==> src/sv/tts_pkg.sv <==
// Shared types and constants for the template token splitter.
// Holds the result kind codes, character codes and controller/datapath structs.
// No dependencies.
package tts_pkg;

  localparam int CP_W            = 21;
  localparam int IDX_W           = 10;
  localparam int CNT_W           = 11;
  localparam int MAX_W           = 11;
  localparam int TOKEN_CHARS_DEF = 32;

  localparam logic [MAX_W-1:0] MAX_LIMIT = MAX_W'(1024);
  localparam logic [MAX_W-1:0] MAX_RESET = MAX_W'(64);

  localparam logic [CP_W-1:0] CH_DOLLAR = CP_W'(8'h24);
  localparam logic [CP_W-1:0] CH_OPEN   = CP_W'(8'h7B);
  localparam logic [CP_W-1:0] CH_CLOSE  = CP_W'(8'h7D);
  localparam logic [CP_W-1:0] CH_END    = CP_W'(0);

  typedef enum logic [1:0] {
    KIND_CHAR = 2'd0,
    KIND_DONE = 2'd1,
    KIND_LONG = 2'd2,
    KIND_MANY = 2'd3
  } kind_t;

  // Commands from the controller to the datapath.
  typedef struct packed {
    logic  accept;
    logic  append;
    logic  append_dollar;
    logic  clear;
    logic  rd_start;
    logic  rd_next;
    logic  count_token;
    logic  load_out;
    kind_t out_kind;
    logic  out_type;
    logic  out_end;
    logic  out_last;
  } cmd_t;

  // Status from the datapath to the controller.
  typedef struct packed {
    logic c_end;
    logic c_dollar;
    logic c_open;
    logic c_close;
    logic fill_zero;
    logic fill_last;
    logic rd_final;
    logic reach_now;
    logic reach_next;
    logic slot_free;
  } sts_t;

endpackage

==> src/sv/tts_in_if.sv <==
// Input channel of the template token splitter: one character per transaction.
// Depends on tts_pkg for the field width.
interface tts_in_if;
  logic                    valid;
  logic                    ready;
  logic [tts_pkg::CP_W-1:0] code_point;

  modport source (output valid, output code_point, input ready);
  modport sink   (input valid, input code_point, output ready);
endinterface

==> src/sv/tts_out_if.sv <==
// Output channel of the template token splitter: one result per transaction.
// Depends on tts_pkg for the field widths.
interface tts_out_if;
  logic                       valid;
  logic                       ready;
  logic [1:0]                 kind;
  logic [tts_pkg::CP_W-1:0]   token_char;
  logic                       token_type;
  logic [tts_pkg::IDX_W-1:0]  token_index;
  logic                       token_end;
  logic [tts_pkg::IDX_W-1:0]  token_total;
  logic                       last;

  modport source (output valid, output kind, output token_char, output token_type,
                  output token_index, output token_end, output token_total,
                  output last, input ready);
  modport sink   (input valid, input kind, input token_char, input token_type,
                  input token_index, input token_end, input token_total,
                  input last, output ready);
endinterface

==> src/sv/template_token_splitter.sv <==
// Template token splitter: one template character in per transaction.
// A plain character is accepted, then decoded; a literal dollar adds a decode and
// a too-long result a result step. A token close reads each buffered character
// (registered buffer read), emits it, and ends with a closing step. Results wait
// in one output register; a new character is taken only after the last is done.
// Synchronous active-high reset: static text mode, empty buffer, zero count, limit 64.
module template_token_splitter #(
  parameter int TOKEN_CHARS = tts_pkg::TOKEN_CHARS_DEF
) (
  input  logic                      clk,
  input  logic                      rst,
  input  logic                      cfg_we,
  input  logic [tts_pkg::MAX_W-1:0] cfg_wdata,
  tts_in_if.sink                    chars,
  tts_out_if.source                 tokens
);

  // Control and status between sequencer and datapath.
  tts_pkg::cmd_t cmd;
  tts_pkg::sts_t sts;

  // Sequencer: owns the template mode (static, after dollar, dynamic, drop)
  // and steps through appends, buffer drains and closing results.
  tts_ctrl u_ctrl (
    .clk      (clk),
    .rst      (rst),
    .in_valid (chars.valid),
    .in_ready (chars.ready),
    .cmd      (cmd),
    .sts      (sts)
  );

  // Datapath: token buffer, counters, limit register and the output register
  // that parts the result side from the input side.
  tts_datapath #(
    .TOKEN_CHARS (TOKEN_CHARS)
  ) u_dp (
    .clk        (clk),
    .rst        (rst),
    .cmd        (cmd),
    .sts        (sts),
    .cfg_we     (cfg_we),
    .cfg_wdata  (cfg_wdata),
    .code_point (chars.code_point),
    .out_valid  (tokens.valid),
    .out_ready  (tokens.ready),
    .out_kind   (tokens.kind),
    .out_char   (tokens.token_char),
    .out_type   (tokens.token_type),
    .out_index  (tokens.token_index),
    .out_end    (tokens.token_end),
    .out_total  (tokens.token_total),
    .out_last   (tokens.last)
  );

endmodule

==> src/sv/tts_datapath.sv <==
// Datapath of the template token splitter: character register, token buffer,
// fill and token counters, limit register and output register. Uses tts_pkg.
module tts_datapath #(
  parameter int TOKEN_CHARS = tts_pkg::TOKEN_CHARS_DEF
) (
  input  logic                       clk,
  input  logic                       rst,
  input  tts_pkg::cmd_t              cmd,
  output tts_pkg::sts_t              sts,
  input  logic                       cfg_we,
  input  logic [tts_pkg::MAX_W-1:0]  cfg_wdata,
  input  logic [tts_pkg::CP_W-1:0]   code_point,
  output logic                       out_valid,
  input  logic                       out_ready,
  output logic [1:0]                 out_kind,
  output logic [tts_pkg::CP_W-1:0]   out_char,
  output logic                       out_type,
  output logic [tts_pkg::IDX_W-1:0]  out_index,
  output logic                       out_end,
  output logic [tts_pkg::IDX_W-1:0]  out_total,
  output logic                       out_last
);

  localparam int AW = (TOKEN_CHARS > 1) ? $clog2(TOKEN_CHARS) : 1;
  localparam int FW = $clog2(TOKEN_CHARS + 1);
  localparam logic [FW-1:0] FILL_LAST = FW'(TOKEN_CHARS - 1);

  logic [tts_pkg::CP_W-1:0]  cur;
  logic [tts_pkg::MAX_W-1:0] max_tokens;
  logic [FW-1:0]             fill;
  logic [tts_pkg::CNT_W-1:0] tokens_done;
  logic [AW-1:0]             rd_idx;
  logic [tts_pkg::CP_W-1:0]  mem [TOKEN_CHARS];
  logic [tts_pkg::CP_W-1:0]  rd_data;
  logic [tts_pkg::CP_W-1:0]  wr_char;
  logic [tts_pkg::MAX_W-1:0] lim;
  logic [tts_pkg::CNT_W:0]   done_plus;

  assign wr_char   = cmd.append_dollar ? tts_pkg::CH_DOLLAR : cur;
  assign lim       = (max_tokens > tts_pkg::MAX_LIMIT) ? tts_pkg::MAX_LIMIT : max_tokens;
  assign done_plus = {1'b0, tokens_done} + (tts_pkg::CNT_W + 1)'(1);

  always_comb begin
    sts.c_end      = (cur == tts_pkg::CH_END);
    sts.c_dollar   = (cur == tts_pkg::CH_DOLLAR);
    sts.c_open     = (cur == tts_pkg::CH_OPEN);
    sts.c_close    = (cur == tts_pkg::CH_CLOSE);
    sts.fill_zero  = (fill == '0);
    sts.fill_last  = (fill == FILL_LAST);
    sts.rd_final   = ((FW'(rd_idx) + FW'(1)) == fill);
    sts.reach_now  = (tokens_done >= lim);
    sts.reach_next = (done_plus >= {1'b0, lim});
    sts.slot_free  = !out_valid || out_ready;
  end

  // Token buffer: one write port, one registered read port.
  always_ff @(posedge clk) begin
    if (cmd.append) begin
      mem[fill[AW-1:0]] <= wr_char;
    end
    rd_data <= mem[rd_idx];
  end

  always_ff @(posedge clk) begin
    if (cmd.accept) begin
      cur <= code_point;
    end
    if (cmd.rd_start) begin
      rd_idx <= '0;
    end else if (cmd.rd_next) begin
      rd_idx <= rd_idx + AW'(1);
    end
  end

  always_ff @(posedge clk) begin
    if (rst) begin
      max_tokens  <= tts_pkg::MAX_RESET;
      fill        <= '0;
      tokens_done <= '0;
    end else begin
      if (cfg_we) begin
        max_tokens <= cfg_wdata;
      end
      if (cmd.clear) begin
        fill        <= '0;
        tokens_done <= '0;
      end else if (cmd.count_token) begin
        fill        <= '0;
        tokens_done <= done_plus[tts_pkg::CNT_W-1:0];
      end else if (cmd.append) begin
        fill <= fill + FW'(1);
      end
    end
  end

  // Output register: hold until taken.
  always_ff @(posedge clk) begin
    if (rst) begin
      out_valid <= 1'b0;
    end else if (cmd.load_out) begin
      out_valid <= 1'b1;
    end else if (out_ready) begin
      out_valid <= 1'b0;
    end
  end

  always_ff @(posedge clk) begin
    if (cmd.load_out) begin
      out_kind  <= cmd.out_kind;
      out_end   <= cmd.out_end;
      out_last  <= cmd.out_last;
      out_type  <= cmd.out_type;
      if (cmd.out_kind == tts_pkg::KIND_CHAR) begin
        out_char  <= rd_data;
        out_index <= tokens_done[tts_pkg::IDX_W-1:0];
      end else begin
        out_char  <= '0;
        out_index <= '0;
      end
      if (cmd.out_kind == tts_pkg::KIND_DONE) begin
        out_total <= tokens_done[tts_pkg::IDX_W-1:0];
      end else begin
        out_total <= '0;
      end
    end
  end

endmodule

==> src/sv/tts_ctrl.sv <==
// Controller of the template token splitter: template mode and sequencing
// of appends, token drains and closing results. Uses tts_pkg.
module tts_ctrl (
  input  logic          clk,
  input  logic          rst,
  input  logic          in_valid,
  output logic          in_ready,
  output tts_pkg::cmd_t cmd,
  input  tts_pkg::sts_t sts
);

  typedef enum logic [2:0] {
    S_IDLE,
    S_DECIDE,
    S_RD,
    S_EMIT,
    S_POST,
    S_LONG
  } state_t;

  typedef enum logic [1:0] {
    M_STATIC,
    M_DOLLAR,
    M_DYNAMIC,
    M_DROP
  } mode_t;

  state_t state, state_next;
  mode_t  mode, mode_next;
  logic   tok_type, tok_type_next;
  logic   counted, counted_next;

  assign in_ready = (state == S_IDLE);

  always_comb begin
    cmd           = '0;
    cmd.out_kind  = tts_pkg::KIND_CHAR;
    cmd.accept    = in_valid && in_ready;
    state_next    = state;
    mode_next     = mode;
    tok_type_next = tok_type;
    counted_next  = counted;
    unique case (state)
      S_IDLE: begin
        if (in_valid) begin
          state_next = S_DECIDE;
        end
      end
      S_DECIDE: begin
        state_next = S_IDLE;
        unique case (mode)
          M_DROP: begin
            if (sts.c_end) begin
              cmd.clear = 1'b1;
              mode_next = M_STATIC;
            end
          end
          M_DOLLAR: begin
            if (sts.c_open) begin
              tok_type_next = 1'b0;
              counted_next  = 1'b0;
              if (sts.fill_zero) begin
                state_next = S_POST;
              end else begin
                cmd.rd_start = 1'b1;
                state_next   = S_RD;
              end
            end else begin
              // Literal dollar, then handle this character as static text unless the buffer is full.
              cmd.append        = 1'b1;
              cmd.append_dollar = 1'b1;
              if (sts.fill_last) begin
                state_next = S_LONG;
              end else begin
                mode_next  = M_STATIC;
                state_next = S_DECIDE;
              end
            end
          end
          M_STATIC, M_DYNAMIC: begin
            if (sts.c_end || (mode == M_DYNAMIC && sts.c_close)) begin
              tok_type_next = (mode == M_DYNAMIC);
              counted_next  = 1'b0;
              if (sts.fill_zero) begin
                state_next = S_POST;
              end else begin
                cmd.rd_start = 1'b1;
                state_next   = S_RD;
              end
            end else if (mode == M_STATIC && sts.c_dollar) begin
              mode_next = M_DOLLAR;
            end else begin
              cmd.append = 1'b1;
              if (sts.fill_last) begin
                state_next = S_LONG;
              end
            end
          end
          default: begin
            mode_next = M_STATIC;
          end
        endcase
      end
      S_RD: begin
        state_next = S_EMIT;
      end
      S_EMIT: begin
        if (sts.slot_free) begin
          cmd.load_out = 1'b1;
          cmd.out_kind = tts_pkg::KIND_CHAR;
          cmd.out_type = tok_type;
          cmd.out_end  = sts.rd_final;
          cmd.out_last = sts.rd_final && !sts.reach_next && !sts.c_end;
          if (sts.rd_final) begin
            cmd.count_token = 1'b1;
            counted_next    = 1'b1;
            state_next      = S_POST;
          end else begin
            cmd.rd_next = 1'b1;
            state_next  = S_RD;
          end
        end
      end
      S_POST: begin
        priority if (counted && sts.reach_now) begin
          if (sts.slot_free) begin
            cmd.load_out = 1'b1;
            cmd.out_kind = tts_pkg::KIND_MANY;
            cmd.out_last = 1'b1;
            state_next   = S_IDLE;
            if (sts.c_end) begin
              cmd.clear = 1'b1;
              mode_next = M_STATIC;
            end else begin
              mode_next = M_DROP;
            end
          end
        end else if (sts.c_end) begin
          if (sts.slot_free) begin
            cmd.load_out = 1'b1;
            cmd.out_kind = tts_pkg::KIND_DONE;
            cmd.out_last = 1'b1;
            cmd.clear    = 1'b1;
            mode_next    = M_STATIC;
            state_next   = S_IDLE;
          end
        end else begin
          mode_next  = sts.c_open ? M_DYNAMIC : M_STATIC;
          state_next = S_IDLE;
        end
      end
      S_LONG: begin
        if (sts.slot_free) begin
          cmd.load_out = 1'b1;
          cmd.out_kind = tts_pkg::KIND_LONG;
          cmd.out_last = 1'b1;
          state_next   = S_IDLE;
          if (sts.c_end) begin
            cmd.clear = 1'b1;
            mode_next = M_STATIC;
          end else begin
            mode_next = M_DROP;
          end
        end
      end
      default: begin
        state_next = S_IDLE;
      end
    endcase
  end

  always_ff @(posedge clk) begin
    if (rst) begin
      state    <= S_IDLE;
      mode     <= M_STATIC;
      tok_type <= 1'b0;
      counted  <= 1'b0;
    end else begin
      state    <= state_next;
      mode     <= mode_next;
      tok_type <= tok_type_next;
      counted  <= counted_next;
    end
  end

endmodule
==> src/flat_wrapper.sv <==
// flat-port wrapper written by rule: the top's interface ports become plain ports
module template_token_splitter_flat 
#(
  parameter int TOKEN_CHARS = tts_pkg::TOKEN_CHARS_DEF
)
  (clk, rst, cfg_we, cfg_wdata, chars_valid, chars_code_point, chars_ready, tokens_valid, tokens_kind, tokens_token_char, tokens_token_type, tokens_token_index, tokens_token_end, tokens_token_total, tokens_last, tokens_ready);
  tts_in_if chars_i ();
  tts_out_if tokens_i ();
  input  logic clk;
  input  logic rst;
  input  logic cfg_we;
  input  logic [tts_pkg::MAX_W-1:0] cfg_wdata;
  input wire logic [$bits(chars_i.valid)-1:0] chars_valid;
  input wire logic [$bits(chars_i.code_point)-1:0] chars_code_point;
  output wire logic [$bits(chars_i.ready)-1:0] chars_ready;
  output wire logic [$bits(tokens_i.valid)-1:0] tokens_valid;
  output wire logic [$bits(tokens_i.kind)-1:0] tokens_kind;
  output wire logic [$bits(tokens_i.token_char)-1:0] tokens_token_char;
  output wire logic [$bits(tokens_i.token_type)-1:0] tokens_token_type;
  output wire logic [$bits(tokens_i.token_index)-1:0] tokens_token_index;
  output wire logic [$bits(tokens_i.token_end)-1:0] tokens_token_end;
  output wire logic [$bits(tokens_i.token_total)-1:0] tokens_token_total;
  output wire logic [$bits(tokens_i.last)-1:0] tokens_last;
  input wire logic [$bits(tokens_i.ready)-1:0] tokens_ready;
  assign chars_i.valid = chars_valid;
  assign chars_i.code_point = chars_code_point;
  assign chars_ready = chars_i.ready;
  assign tokens_valid = tokens_i.valid;
  assign tokens_kind = tokens_i.kind;
  assign tokens_token_char = tokens_i.token_char;
  assign tokens_token_type = tokens_i.token_type;
  assign tokens_token_index = tokens_i.token_index;
  assign tokens_token_end = tokens_i.token_end;
  assign tokens_token_total = tokens_i.token_total;
  assign tokens_last = tokens_i.last;
  assign tokens_i.ready = tokens_ready;
  template_token_splitter #(.TOKEN_CHARS(TOKEN_CHARS)) u_core (.clk(clk), .rst(rst), .cfg_we(cfg_we), .cfg_wdata(cfg_wdata), .chars(chars_i), .tokens(tokens_i));
endmodule
==> config.mk <==
export PLATFORM = sky130hd
export DESIGN_NAME = template_token_splitter_flat
export DESIGN_NICKNAME = d
export VERILOG_FILES = /design/src/sv/tts_pkg.sv /design/src/sv/tts_in_if.sv /design/src/sv/tts_out_if.sv /design/src/sv/template_token_splitter.sv /design/src/sv/tts_datapath.sv /design/src/sv/tts_ctrl.sv /design/src/flat_wrapper.sv
export SDC_FILE = /design/constraint.sdc
export NUM_CORES = 1
export LEC_CHECK = 0
export ABC_CLOCK_PERIOD_IN_PS = 7000
export BUFFER_PORTS_ARGS = -buffer_cell sky130_fd_sc_hd__buf_2
export CAP_MARGIN = 40
export CORE_ASPECT_RATIO = 1.75
export CORE_MARGIN = 2
export CORE_UTILIZATION = 53
export DETAILED_ROUTE_END_ITERATION = 8
export PLACE_DENSITY = 0.69
export SLEW_MARGIN = 15
export SYNTH_ARGS = -nofsm -noshare
export SYNTH_HDL_FRONTEND = slang
export SYNTH_SLANG_ARGS = --single-unit
==> constraint.sdc <==
create_clock -name clk -period 7 [get_ports clk]
set_clock_uncertainty 0.15 [all_clocks]
set_input_delay 1.75 -clock clk [delete_from_list [all_inputs] [get_ports clk]]
set_output_delay 1.75 -clock clk [all_outputs]
set_load 0.02 [all_outputs]
Word level (Yosys, flattened, before mapping)
Memory sizes are Yosys's and may differ from the RTL's. A register that Yosys moved wholly into a read port is not among the register bits.
Index checks and enable logic that the tools add are counted.
{ "word_totals": {"register_bits": 108, "ram_bits": 672, "input_bits": 37, "output_inout_bits": 48, "word_cells": 152, "memories": 1} }
{ "op_classes": {"add_sub_neg": 4, "magnitude_cmp": 3, "eq_ne": 28, "muxes": 71, "n_reduce_logical": 28} }
{ "mem_list": {"columns": ["memory", "words", "word_bits", "read_ports", "rd_clocked_by_memory_dff", "write_ports", "line", "source"], "rows": [
  ["u_core.u_dp.mem", 32, 21, 1, 1, 1, "tts_datapath.sv:33", "logic [tts_pkg::CP_W-1:0] mem [TOKEN_CHARS];"]
]} }
{ "ops": {"columns": ["cell", "count"], "rows": [
  ["$mux 3", 17],
  ["$eq 21x7->1 const B", 2],
  ["$mux 2", 14],
  ["$mux 1", 25],
  ["$eq 21x6->1 const B", 1],
  ["$logic_not 21->1", 1],
  ["$mux 21", 1],
  ["$ne 3x3->1 const B", 7],
  ["$pmux 3 s6", 1],
  ["$add 11x1->12 const B", 1],
  ["$ge 12x11->1", 1],
  ["$pmux 2 s3", 2],
  ["$ge 11x11->1", 1],
  ["$gt 11x11->1 const B", 1],
  ["$mux 11", 1],
  ["$pmux 1 s2", 5],
  ["$pmux 3 s3", 1],
  ["$mux 8", 1],
  ["$ne 2x2->1 const B", 4],
  ["$reduce_and 7->1", 1],
  ["$add 5x1->6 const B", 1],
  ["$add 6x1->6 const B", 1],
  ["$eq 3x2->1 const B", 2],
  ["$eq 3x3->1 const B", 2],
  ["other kinds (24)", 40]
]} }

Logic depth before layout (Yosys ltp)
{ "depth": {"depth_word": 9, "ltp_mapped": 12, "mapped_depth_nobuf": 11} }

By module
A second synthesis with hierarchy kept.
{ "unflattened": {"cells_unflattened": 1825, "area_unflattened_um2": 31652.9} }
{ "modules_own_cells": {"columns": ["module", "n_inst", "cells_each", "area_each_um2", "seq_area_each_um2"], "rows": [
  ["tts_datapath", 1, 1728, 30958.4, 23292.3],
  ["tts_ctrl", 1, 97, 694.4, 140.1]
]} }

Worst setup path after synthesis
OpenSTA, ideal clock, no wires.
{ "synth_timing": {"kind": "input -> register", "from": "input port tokens_ready", "to": "register u_core.u_dp.out_char[0] in the netlist's numbering, enable pin", "setup_time_ns": 0.404, "t_arrival_ns": 3.486, "required_ns": 6.446, "setup_slack_ns": 2.960, "cell_stages": 5, "path_buffers": 2, "cell_sequence": "nand2b_1 > clkbuf_1 > nand3_1 > clkbuf_1 > nand2_1"} }
{ "synth_rtl": {"columns": ["element", "line", "source"], "rows": [
  ["from (decl)", "flat_wrapper.sv:24", "input wire logic [$bits(tokens_i.ready)-1:0] tokens_ready;"],
  ["to (signal assigned)", "tts_datapath.sv:114", "out_char <= rd_data;"],
  ["to (decl)", "tts_datapath.sv:16", "output logic [tts_pkg::CP_W-1:0] out_char,"]
]} }

Worst setup path in the final report
{ "layout_timing": {"from": "register u_core.u_ctrl.state[0]", "to": "memory u_core.u_dp.mem[18][13] in the netlist's numbering, enable pin"} }
{ "layout_between": {"elab_chain_len": 4} }
{ "layout_rtl": {"columns": ["element", "line", "source"], "rows": [
  ["from (decl)", "tts_ctrl.sv:28", "state_t state, state_next;"],
  ["from (signal assigned)", "tts_ctrl.sv:179", "state <= state_next;"],
  ["$eq 3x1->1", "tts_ctrl.sv:43", "unique case (state)"],
  ["$mux 2", "tts_ctrl.sv:43", null],
  ["$mux 1", "tts_datapath.sv:58", "if (cmd.append) begin"],
  ["$mux 1 (implied by the code)", "tts_datapath.sv:59", "mem[fill[AW-1:0]] <= wr_char;"],
  ["to (decl)", "tts_datapath.sv:33", null]
]} }
No other way between the ends.

==> flow_summary.json <==
{
  "cpPeakStageDelay_ns": 0.65,
  "clkSlewWorstSetupHoldPaths_ns": 0.07,
  "drtPass1Iterations": 5,
  "cpMaxStageDelayCell": "nor2_2",
  "worst_pin_slew_ns": 0.870,
  "ys_types": 60,
  "rows": 118,
  "ios": 85,
  "fin_crit_ns": 3.57,
  "n_antenna_cell": 0,
  "combPwrFrac_pct": 4.1,
  "crit_path_end_kind": "flop",
  "regToRegSetupSlack_ns": 3.43,
  "cts_tree": "done",
  "whs_path_depth": 2,
  "area_delta_synth_final_pct": 12.4,
  "hp-class": "flop to flop",
  "worstSetupPathType": "flop to flop",
  "outcome": "completed",
  "synthCells": 1533,
  "nFillCells": 4102,
  "holdBufCountCts": 0,
  "synth-async-reset-ratio_pct": 0,
  "power.share.sequential_pct": 57.3,
  "power_density_nw_per_um2": 264,
  "ant_nets": 0,
  "globalplace.congestion": 0.897,
  "insertion_delay_ns": 0.60,
  "syn_nets": 1598,
  "clockRootBuffer": "clkbuf_16",
  "drv_cap": 0,
  "start_util_pct": 53.3,
  "cp_top_family": "simple AND/OR/NAND/NOR gates",
  "holdWs_ns": 0.349,
  "via_per_inst": 6.18,
  "seq_area_frac_synth_pct": 74.7,
  "post-route-period-util_pct": 51.0,
  "rsz0062_at_grt": "false",
  "ir_drop_uv": 168,
  "synth_seq_cells": 801,
  "crit_path_start_kind": "flop",
  "io_buffers": 84,
  "netlist_area_um2": 31400,
  "core_um2": 58900,
  "hold_path_end": "u_core.u_ctrl.counted",
  "p_leak_nw": 11.6,
  "worstRegToRegCells": 6,
  "ys.flop_type": "edfxtp_1",
  "gr-usage-all-layers_pct": 24.0,
  "tns_ns": 0,
  "power_mw": 9.32,
  "vias": 15500,
  "final_area_um2": 35300,
  "dp_hpwl_um": 42400,
  "h-tree-depth": 3,
  "pwr-share-clk_pct": 38.6,
  "route.detailed.drc": 0,
  "switching_power_mw": 1.90,
  "cts_setup_buffers": 0,
  "cts_made_buffers": 66,
  "slew_headroom_pct": 42.0,
  "nets": 1743,
  "routed_wirelength_um": 72100,
  "grt_overflow_total": 0,
  "die_area_um2": 61200,
  "internal-power_mw": 7.42,
  "grt_pass1_vias": 16200,
  "grt_pass1_wl_um": 105000,
  "layout-drive-gt1-share_pct": 30.6,
  "hold_viol": 0,
  "rr_endpoint": "u_core.u_dp.mem[18][13]",
  "grt_max_degree": 88,
  "avgSynthCellArea_um2": 20.5,
  "cts-resized-gates": 0,
  "die_y_um": 326,
  "cp_max_fo": 13,
  "hold_start": "u_core.u_ctrl.counted",
  "synth-edff-count": 739,
  "cts.sinks": 801,
  "fmax_mhz": 280,
  "fp.dieW_um": 188,
  "drv_slew": 0,
  "ys_warn_count": 0,
  "wl_per_cell_um": 28.7,
  "antenna_found_initial": 0,
  "swShare_pct": 20.4,
  "clk_path_buf_depth": 3,
  "drt_iter0_drc": 1561,
  "worstReg2RegStart": "u_core.u_ctrl.state[0]",
  "critPathArrivalTime_ns": 3.69,
  "finalSetupViolCount": 0,
  "crit_chain": "nand2b_1 > or3_1 > o22ai_2 > nand2_1 > nor2_2 > buf_4",
  "critPathBufInv": 1,
  "dpl-instance-area_um2": 33200,
  "cp_data_required_time_ns": 7.12
}
## logic make-up after synthesis
| group | count (synthesis) | share of synthesized area, % |
|---|---|---|
| buf+inv | 86 | 1.19 |
| flops | 801 | 74.7 |
| simple gates | 262 | 4.28 |
| compound gates | 91 | 1.90 |
| mux | 245 | 16.3 |
| fa+ha+maj | 28 | 1.12 |
| xor+xnor | 20 | 0.558 |
## cells in the mapped netlist (4+ instances only)
cell type	instances	area share (%)
edfxtp_1	739	71
mux4_2	210	15
nor2_1	80	0.96
dfxtp_1	62	4.0
nand2_1	49	0.59
and2_1	44	0.88
clkbuf_1	36	0.43
a21oi_1	31	0.49
ha_1	28	1.1
nor2b_1	23	0.46
buf_2	22	0.35
mux2_2	21	0.75
o21ai_0	16	0.26
mux2i_1	14	0.45
buf_1	12	0.14
nand4_1	11	0.22
xor2_1	11	0.31
inv_1	10	0.12
xnor2_1	9	0.25
nand3_1	8	0.13
or3_1	7	0.14
a31o_2	6	0.17
nand3b_1	6	0.14
and3_1	5	0.10
nand2b_1	5	0.10
a211oi_1	4	0.096
a21boi_0	4	0.096
a21o_1	4	0.096
a31oi_1	4	0.080
buf_4	4	0.096
nor4_1	4	0.080
or3b_2	4	0.11
## power by group through the flow
stage / registers, mW / logic [mW] / clock network (mW)
3_5_place_dp: 5.44 / 0.384 / 0
6_report: 5.34 / 0.382 / 3.60
2_1_floorplan: 5.42 / 0.255 / 0
3_3_place_gp: 5.44 / 0.364 / 0
5_1_grt: 5.34 / 0.412 / 3.81
4_1_cts: 5.34 / 0.385 / 3.66
## layer usage
layer	vias up	global-route usage (%)	wire [um]	share of wire [%]
li1	6537	-	-	-
met1	8164	30.0	26500	37
met2	624	42.3	38100	53
met3	170	3.18	4460	6.2
met4	0	10.2	3070	4.3
met5	-	0	0	0
## registers in the layout (all words and copies together), names as in the netlist, 2 cells and up
name,cells
u_core.u_ctrl.mode,2
u_core.u_dp.out_kind,2
u_core.u_dp.rd_idx,5
u_core.u_dp.out_char,21
u_core.u_dp.cur,21
u_core.u_dp.out_index,10
u_core.u_dp.fill,6
u_core.u_dp.tokens_done,11
u_core.u_ctrl.state,3
u_core.u_dp.out_total,10
u_core.u_dp.mem,672
u_core.u_dp.max_tokens,11
u_core.u_dp.rd_data,21
## cell usage in the layout (no fill, tap or decap), types with 6 or more instances in the layout
master and count:
nor2_1 47, mux4_2 210, nand4_1 11, nand3b_1 6, nand2_1 48, mux2i_1 14, clkbuf_8 7, clkbuf_16 67
or3_1 7, nor2b_1 23, a21oi_1 31, and2_1 44, edfxtp_1 739, nor2_2 32, nand3_1 8, clkbuf_1 19
dfxtp_1 58, clkinv_2 7, a31o_2 6, clkinv_1 10, o21ai_0 16, buf_2 84, xor2_1 11, mux2_2 21
buf_4 61, inv_1 10, xnor2_1 9, ha_1 28
## how the worst max path moves through the flow
stage                     depth (start not counted)  slack, ns                   start                         end
after floorplan                                   5       2.96            tokens_ready     u_core.u_dp.out_char[0]
after global placement                            4       3.15            tokens_ready     u_core.u_dp.out_char[6]
after detailed placement                          7       3.25            tokens_ready         u_core.u_dp.fill[2]
after CTS                                         9       3.29   u_core.u_dp.rd_idx[2]  u_core.u_dp.tokens_done[5]
after global routing                              7       3.29      u_core.u_dp.cur[5]     u_core.u_dp.mem[17][13]
final                                             6       3.43  u_core.u_ctrl.state[0]     u_core.u_dp.mem[18][13]
## metrics by stage
stage	cells	worst slack (ns)	utilization (%)
after floorplan	1533	2.96	-
after global placement	2384	3.15	56.1
after detailed placement	2389	3.25	56.3
after CTS	2508	3.29	59.8
after global routing	2509	3.29	59.8
final	2509	3.43	59.8
## worst register-to-register path: stages (launching register included)
cell	delay [ns]
dfxtp_1	0.56
nand2b_1	0.19
or3_1	0.45
o22ai_2	0.42
nand2_1	0.39
nor2_2	0.65
buf_4	0.42
## layout make-up
class / instances / area, um^2 / share of cell area [%]
multi-input combinational: 646 / 7660 / 21.7
clock buffer: 93 / 1840 / 5.23
timing repair buffer: 152 / 1060 / 3.00
clock inverter: 26 / 230 / 0.653
inverter: 11 / 41.3 / 0.117
tap: 780 / 976 / 2.77
sequential: 801 / 23400 / 66.5
Note: power is estimated with default switching activity, not from simulation.
